## config.mk

```make
export PLATFORM = sky130hd
export DESIGN_NAME = hsv_to_rgb_converter_top
export DESIGN_NICKNAME = d
export VERILOG_FILES = /design/src/rtl/core/hsv2rgb_pkg.sv /design/src/rtl/core/hsv_to_rgb_converter_top.sv
export SDC_FILE = /design/constraint.sdc
export NUM_CORES = 2
export LEC_CHECK = 0
export BUFFER_PORTS_ARGS = -buffer_cell sky130_fd_sc_hd__buf_2
export CAP_MARGIN = 20
export CELL_PAD_IN_SITES_DETAIL_PLACEMENT = 0
export CELL_PAD_IN_SITES_GLOBAL_PLACEMENT = 1
export CORE_MARGIN = 10
export CORE_UTILIZATION = 57
export DETAILED_ROUTE_END_ITERATION = 8
export GPL_ROUTABILITY_DRIVEN = 0
export PLACE_DENSITY_LB_ADDON = 0.05
export REMOVE_ABC_BUFFERS = 1
export SYNTH_ARGS = -nofsm -noshare
export SYNTH_HDL_FRONTEND = slang
export SYNTH_SLANG_ARGS = --single-unit
```

## constraint.sdc

```tcl
create_clock -name clk -period 16.3 [get_ports clk]
set_input_delay 2.445 -clock clk [delete_from_list [all_inputs] [get_ports clk]]
set_output_delay 2.445 -clock clk [all_outputs]
set_load 0.005 [all_outputs]
```

## src/rtl/core/hsv2rgb_pkg.sv

```systemverilog
package hsv2rgb_pkg;

  typedef struct packed {
    logic signed [15:0] hue;
    logic [7:0]         alpha_in;
  } hsv_item_t;

  typedef struct packed {
    logic [7:0] red;
    logic [7:0] green;
    logic [7:0] blue;
    logic [7:0] alpha_out;
  } rgb_item_t;

  // Configuration register indexes
  typedef enum logic [1:0] {
    REG_SATURATION  = 2'd0,
    REG_VALUE_LEVEL = 2'd1
  } cfg_reg_t;

  localparam int unsigned CFG_IDX_W  = 2;
  localparam int unsigned CFG_DATA_W = 8;

  localparam logic [7:0] SATURATION_RST  = 8'd217;
  localparam logic [7:0] VALUE_LEVEL_RST = 8'd255;

  // 60-degree sectors of the color wheel
  typedef enum logic [2:0] {
    SEC_RED_YELLOW     = 3'd0,
    SEC_YELLOW_GREEN   = 3'd1,
    SEC_GREEN_CYAN     = 3'd2,
    SEC_CYAN_BLUE      = 3'd3,
    SEC_BLUE_MAGENTA   = 3'd4,
    SEC_MAGENTA_RED    = 3'd5
  } hue_sector_t;

  // Multiple of 360 that lifts any 16-bit signed hue to a non-negative value
  localparam logic [16:0] HUE_BIAS   = 17'd33120;
  localparam logic [8:0]  FULL_TURN  = 9'd360;
  localparam logic [5:0]  SECTOR_DEG = 6'd60;
  localparam logic [7:0]  UNIT_MAX   = 8'd255;
  localparam logic [13:0] MID_MAX    = 14'd15300;

  // Reciprocals, rounded up: floor(x*R >> sh) is exact over each operand range
  localparam logic [17:0] RECIP_360   = 18'd186414;   // shift 26, x < 2^17
  localparam logic [10:0] RECIP_60    = 11'd1093;     // shift 16, x < 360
  localparam logic [22:0] RECIP_15300 = 23'd4491470;  // shift 36, x < 2^22
  localparam logic [16:0] RECIP_255   = 17'd65794;    // shift 24, x < 65026

endpackage

```

## src/rtl/core/hsv_to_rgb_converter_top.sv

```systemverilog
// HSV to RGB converter: takes one item per clock while not stalled (hue in
// degrees, any 16-bit signed value, plus an alpha byte) and returns one RGB
// item per item, with alpha copied through. Saturation and value are 8-bit
// fractions of 255 set by the configuration port (index 0 saturation, reset
// 217; index 1 value_level, reset 255); write them only while no item is in
// flight. Sustained rate is one item per cycle while the output is not stalled.
// The five register stages are: hue reduction quotient, sector and offset, mid
// weight, products with value, reciprocal divides plus channel selection into
// the output register. A stall on the output freezes every stage at once, so
// in_stall follows out_stall whenever the output register holds an item.
module hsv_to_rgb_converter_top (
  input  logic                              clk,
  input  logic                              rst_n,
  input  logic                              in_valid,
  output logic                              in_stall,
  input  hsv2rgb_pkg::hsv_item_t            in_data,
  output logic                              out_valid,
  input  logic                              out_stall,
  output hsv2rgb_pkg::rgb_item_t            out_data,
  input  logic                              cfg_we,
  input  logic [hsv2rgb_pkg::CFG_IDX_W-1:0] cfg_index,
  input  logic [hsv2rgb_pkg::CFG_DATA_W-1:0] cfg_wdata
);

  // Stage payloads
  typedef struct packed {
    logic [16:0] biased;   // hue lifted to non-negative
    logic [7:0]  quot;     // biased / 360
    logic [7:0]  alpha;
  } st1_t;

  typedef struct packed {
    hsv2rgb_pkg::hue_sector_t sector;
    logic [5:0]               k;      // weight toward the rising/falling channel
    logic [7:0]               alpha;
  } st2_t;

  typedef struct packed {
    hsv2rgb_pkg::hue_sector_t sector;
    logic [13:0]              w;      // s*k + 60*(255-s)
    logic [7:0]               alpha;
  } st3_t;

  typedef struct packed {
    hsv2rgb_pkg::hue_sector_t sector;
    logic [21:0]              mid_num;
    logic [15:0]              bot_num;
    logic [7:0]               alpha;
  } st4_t;

  // Configuration registers
  logic [7:0] sat_r, val_r;

  always_ff @(posedge clk) begin
    if (!rst_n) begin
      sat_r <= hsv2rgb_pkg::SATURATION_RST;
      val_r <= hsv2rgb_pkg::VALUE_LEVEL_RST;
    end else if (cfg_we) begin
      case (cfg_index)
        hsv2rgb_pkg::REG_SATURATION:  sat_r <= cfg_wdata;
        hsv2rgb_pkg::REG_VALUE_LEVEL: val_r <= cfg_wdata;
        default: ;  // drop writes to unused indexes
      endcase
    end
  end

  // One enable for the whole pipe: advance unless the output item is held.
  logic advance;
  logic v1_r, v2_r, v3_r, v4_r, out_valid_r;
  st1_t s1_r, s1_nxt;
  st2_t s2_r, s2_nxt;
  st3_t s3_r, s3_nxt;
  st4_t s4_r, s4_nxt;
  hsv2rgb_pkg::rgb_item_t out_r, out_nxt;

  assign advance   = !(out_valid_r && out_stall);
  assign in_stall  = !advance;
  assign out_valid = out_valid_r;
  assign out_data  = out_r;

  // Stage 1: bias the hue and take the quotient by 360 via reciprocal.
  logic [34:0] quot_prod;
  always_comb begin
    s1_nxt.biased = {in_data.hue[15], in_data.hue} + hsv2rgb_pkg::HUE_BIAS;
    quot_prod     = 35'(s1_nxt.biased) * 35'(hsv2rgb_pkg::RECIP_360);
    s1_nxt.quot   = quot_prod[33:26];
    s1_nxt.alpha  = in_data.alpha_in;
  end

  // Stage 2: residue 0..359, then sector and offset within the sector.
  logic [16:0] hue_full;
  logic [8:0]  hue_mod;
  logic [19:0] sec_prod;
  logic [8:0]  off_full;
  logic [5:0]  off;
  always_comb begin
    hue_full      = s1_r.biased - 17'(s1_r.quot) * 17'(hsv2rgb_pkg::FULL_TURN);
    hue_mod       = hue_full[8:0];
    sec_prod      = 20'(hue_mod) * 20'(hsv2rgb_pkg::RECIP_60);
    s2_nxt.sector = hsv2rgb_pkg::hue_sector_t'(sec_prod[18:16]);
    off_full      = hue_mod - 9'(sec_prod[18:16]) * 9'(hsv2rgb_pkg::SECTOR_DEG);
    off           = off_full[5:0];
    // Odd sectors run the mid channel downward.
    s2_nxt.k      = sec_prod[16] ? 6'(hsv2rgb_pkg::SECTOR_DEG - off) : off;
    s2_nxt.alpha  = s1_r.alpha;
  end

  // Stage 3: mid weight, s*k + 60*(255-s), at most 15300.
  always_comb begin
    s3_nxt.sector = s2_r.sector;
    s3_nxt.w      = 14'(sat_r) * 14'(s2_r.k)
                  + 14'(hsv2rgb_pkg::SECTOR_DEG) * 14'(hsv2rgb_pkg::UNIT_MAX - sat_r);
    s3_nxt.alpha  = s2_r.alpha;
  end

  // Stage 4: scale by value.
  always_comb begin
    s4_nxt.sector  = s3_r.sector;
    s4_nxt.mid_num = 22'(val_r) * 22'(s3_r.w);
    s4_nxt.bot_num = 16'(val_r) * 16'(hsv2rgb_pkg::UNIT_MAX - sat_r);
    s4_nxt.alpha   = s3_r.alpha;
  end

  // Stage 5: exact divides by 15300 and 255, then route channels by sector.
  logic [44:0] mid_prod;
  logic [32:0] bot_prod;
  logic [7:0]  mid, bot, top;
  always_comb begin
    mid_prod = 45'(s4_r.mid_num) * 45'(hsv2rgb_pkg::RECIP_15300);
    bot_prod = 33'(s4_r.bot_num) * 33'(hsv2rgb_pkg::RECIP_255);
    mid      = mid_prod[43:36];
    bot      = bot_prod[31:24];
    top      = val_r;
    out_nxt.alpha_out = s4_r.alpha;
    case (s4_r.sector)
      hsv2rgb_pkg::SEC_RED_YELLOW:   begin
        out_nxt.red = top; out_nxt.green = mid; out_nxt.blue = bot;
      end
      hsv2rgb_pkg::SEC_YELLOW_GREEN: begin
        out_nxt.red = mid; out_nxt.green = top; out_nxt.blue = bot;
      end
      hsv2rgb_pkg::SEC_GREEN_CYAN:   begin
        out_nxt.red = bot; out_nxt.green = top; out_nxt.blue = mid;
      end
      hsv2rgb_pkg::SEC_CYAN_BLUE:    begin
        out_nxt.red = bot; out_nxt.green = mid; out_nxt.blue = top;
      end
      hsv2rgb_pkg::SEC_BLUE_MAGENTA: begin
        out_nxt.red = mid; out_nxt.green = bot; out_nxt.blue = top;
      end
      default: begin
        out_nxt.red = top; out_nxt.green = bot; out_nxt.blue = mid;
      end
    endcase
  end

  // Valid bits travel with the data; hold everything while stalled.
  always_ff @(posedge clk) begin
    if (!rst_n) begin
      v1_r        <= 1'b0;
      v2_r        <= 1'b0;
      v3_r        <= 1'b0;
      v4_r        <= 1'b0;
      out_valid_r <= 1'b0;
    end else if (advance) begin
      v1_r        <= in_valid;
      v2_r        <= v1_r;
      v3_r        <= v2_r;
      v4_r        <= v3_r;
      out_valid_r <= v4_r;
    end
  end

  always_ff @(posedge clk) begin
    if (advance) begin
      s1_r  <= s1_nxt;
      s2_r  <= s2_nxt;
      s3_r  <= s3_nxt;
      s4_r  <= s4_nxt;
      out_r <= out_nxt;
    end
  end

  // Checks
  a_reset_empty: assert property (@(posedge clk) !rst_n |=> !out_valid_r)
    else $error("output valid right after reset");

  a_sector_range: assert property (@(posedge clk) disable iff (!rst_n)
    v2_r |-> (s2_r.sector <= hsv2rgb_pkg::SEC_MAGENTA_RED && s2_r.k <= hsv2rgb_pkg::SECTOR_DEG))
    else $error("sector or offset out of range");

  a_weight_range: assert property (@(posedge clk) disable iff (!rst_n)
    v3_r |-> s3_r.w <= hsv2rgb_pkg::MID_MAX)
    else $error("mid weight exceeds 15300");

  a_pipe_frozen: assert property (@(posedge clk) disable iff (!rst_n)
    (out_valid_r && out_stall) |=> ($stable(v4_r) && $stable(s4_r)))
    else $error("inner stage moved while output stalled");

endmodule
```

==> results by group <==
Worst setup path
  • Worst Path Required: 16,540 ps
  • Slowest Stage Delay on Critical Path: 590 ps
  • Worst EP arrival: 8760 ps
  • CP Cell Sequence: buf_2, inv_1, ha_1, inv_1, a21oi_1, xnor2_1, ha_1, fa_1, fa_1, fa_1, fa_1, fa_1, ha_1, a21o_1, a221oi_2, a21bo_2, a21o_1, a21o_1, a221oi_2, o21bai_1, a21oi_1, xnor2_1
  • Reg2Reg Depth: 31
  • Crit path kind: input port to flop
  • Crit path depth: 22
  • CP Launch Type: input port
  • Most frequent CP cell: fa_1
  • Worst Path Max Fanout: 5
  • Setup crit end kind: flop
  • Crit path max-delay family: adder cells
  • CP bufs+invs: 3
  • CP max-delay cell: xnor2_1

Clock network
  • Clk_lat worst skew: 490 ps
  • CTS sink count: 167
  • CTS tree: done
  • Hold Buf Count CTS: 0
  • Setup Fix Bufs, Post-CTS: 0
  • CTS buffer count: 17
  • Root Buffer: clkbuf_16
  • PostCTS Resize Cnt: 0
  • Htree depth: 4
  • Max Root-Sink Buffers: 2
  • Worst-path clk slew: 80 ps

Timing
  • RSZ-0062 raised after global routing: no
  • Final Cycle Share: 52.26%
  • Max_slew headroom: 24.27%
  • Max-slew violations: 0
  • Layout Skew: 21.17 ps
  • Endpoints failing hold: 0
  • Min Tclk post-route: 8518 ps
  • Final setup fails: 0
  • Slew @ Worst Pin: 1127 ps
  • Total negative slack: 0 ps
  • Fmax: 117.4 MHz

Place
  • Hpwl dp: 46,960 um
  • Buffers on Ports: 72

Floorplanning
  • FP Rows: 78
  • Horiz. Die Dim: 235.5 um
  • IO Count: 73
  • Core ar.: 0.04567 mm^2
  • Initial Utilization: 57.97%
  • Die Area: 0.05548 mm^2
  • Die height: 235.5 um

Routing
  • Antenna-violating nets left: 0
  • DR vias: 17.22k
  • DRT iter0 DRCs: 973
  • Mean routed wirelength per cell: 16.88 um
  • 1st-pass router iterations: 5
  • Post-detailed-route DRC marker count: 0
  • Final WL: 54,560 um
  • Vias per cell: 5.326

Yosys
  • Number of synthesized flops with an enable pin: 146
  • Post-synthesis sequential area ratio: 18.14%
  • Synth Register Bits: 167
  • Syn. warnings: 0
  • Main synth FF type: edfxtp_1
  • Unique masters post-synth: 78
  • Top cells by area, synth: fa_1, ha_1, edfxtp_1
  • Avg Cell Area, Syn: 10.34 um^2
  • Cells after Synth: 2,560
  • Most frequent cells after synthesis: inv_1, ha_1, fa_1
  • Synth top area share: 27.67%
  • Most frequent cell after synthesis: inv_1
  • Synth async-reset ratio: 0%
  • Largest area contributor in the netlist: fa_1
  • Mapped Area: 0.02648 mm^2

Cells and area
  • Area delta synth->final: 6.015%
  • Multi-input combinational cell area: 0.01928 mm^2
  • Register Area: 0.004805 mm^2
  • Util after Layout: 61.46%
  • Nets: 3,574
  • Fillers: 3,888
  • Share of layout cells above drive strength 1: 5.279%
  • # diodes: 0

Worst hold path
  • Hold crit path type: flop to flop
  • Hold depth: 0

Global route
  • GRT Total Usage: 20.65%
  • Largest net degree at the start of global routing: 73
  • Vias in the first global route: 18.47k
  • Gr ovfl total: 0
  • Number of antenna violations at the first check in global routing: 1
  • First-pass GRT wire length: 92,690 um

Flow run
  • Max Cap Violations: 0

Run status
  • Status: complete, no violations
[worst register-to-register path, delay by kind of cell, from the launching register on]
| kind | cells | cell delay, ps |
|---|---|---|
| adders and majority gates | 12 | 3980 |
| buffers and inverters | 6 | 300 |
| AOI/OAI and AO/OA | 6 | 1450 |
| DFF | 1 | 420 |
| and+or+nand+nor | 1 | 90 |
| xor gates and xnor gates | 6 | 1310 |
[layout make-up]
class	count	share of cell area, %
well taps	600	2.674
inverters	593	7.929
clock inverters	15	0.5037
clock buffers	17	1.515
multi-input cells	1758	68.68
flip-flops and latches	167	17.12
repair buffers	83	1.578
[sequential cells by signal (all words and copies together), names as in the netlist]
signal and flops:
v1_r 1, s4_r 41, v4_r 1, sat_r 8, out_nxt 8, s2_r 17
out_valid 1, s3_r 25, v2_r 1, s1_r 23, top 8, v3_r 1
out_data 32
[metrics by stage]
stage	worst slack, ps	std cells	hold WS (ps)	cell area, um^2
3_3_place_gp	7402	3201	400.3	27510
2_1_floorplan	7668	2518	400.3	26300
5_1_grt	7451	3233	427.7	28070
3_5_place_dp	7256	3201	404.5	27510
6_report	7782	3233	416.6	28070
4_1_cts	7801	3233	419.1	28070
[cells by family (layout without fill, tap and decap cells)]
logic type / count (synthesis) / after routing / synth area share (%)
muxes: 3 / 3 / 0.1134
adders and majority gates: 915 / 915 / 53.61
AOI/OAI and AO/OA: 260 / 260 / 6.743
xor gates and xnor gates: 114 / 114 / 3.771
DFF: 167 / 167 / 18.14
and+or+nand+nor: 466 / 466 / 8.548
buffers and inverters: 635 / 708 / 9.068
[path summary, 6_finish.rpt]
path	endpoint	slack, ps	startpoint
setup / recovery	s1_r[13]	7780	in_data[13]
hold / removal	out_data[3]	420	out_nxt[3]
setup reg to reg	s2_r[13]	8470	s1_r[10]
hold reg to reg	out_data[3]	420	out_nxt[3]
[per-layer routing]
layer / up-vias / wire length, um / global-route usage, %
met5: - / 0 / 0
met1: 8501 / 25310 / 27.39
met3: 45 / 2043 / 3.416
met2: 283 / 26310 / 34.45
li1: 8389 / - / -
met4: 0 / 890 / 5.365
[cells in the final DEF, fill, tap and decap left out, types with 48 or more instances in the layout]
| cell type | synthesis | layout |
|---|---|---|
| fa_1 | 366 | 366 |
| nor2_1 | 60 | 60 |
| edfxtp_1 | 146 | 146 |
| buf_2 | 0 | 72 |
| o21ai_0 | 48 | 48 |
| xnor2_1 | 84 | 84 |
| ha_1 | 549 | 549 |
| inv_1 | 592 | 592 |
| and2_1 | 74 | 74 |
| nor2b_1 | 48 | 48 |
| nand2_1 | 189 | 188 |
| a21oi_1 | 67 | 67 |
Power is not shown: default switching activity piles up to over one toggle a cycle in this logic, so the estimate is an artifact.
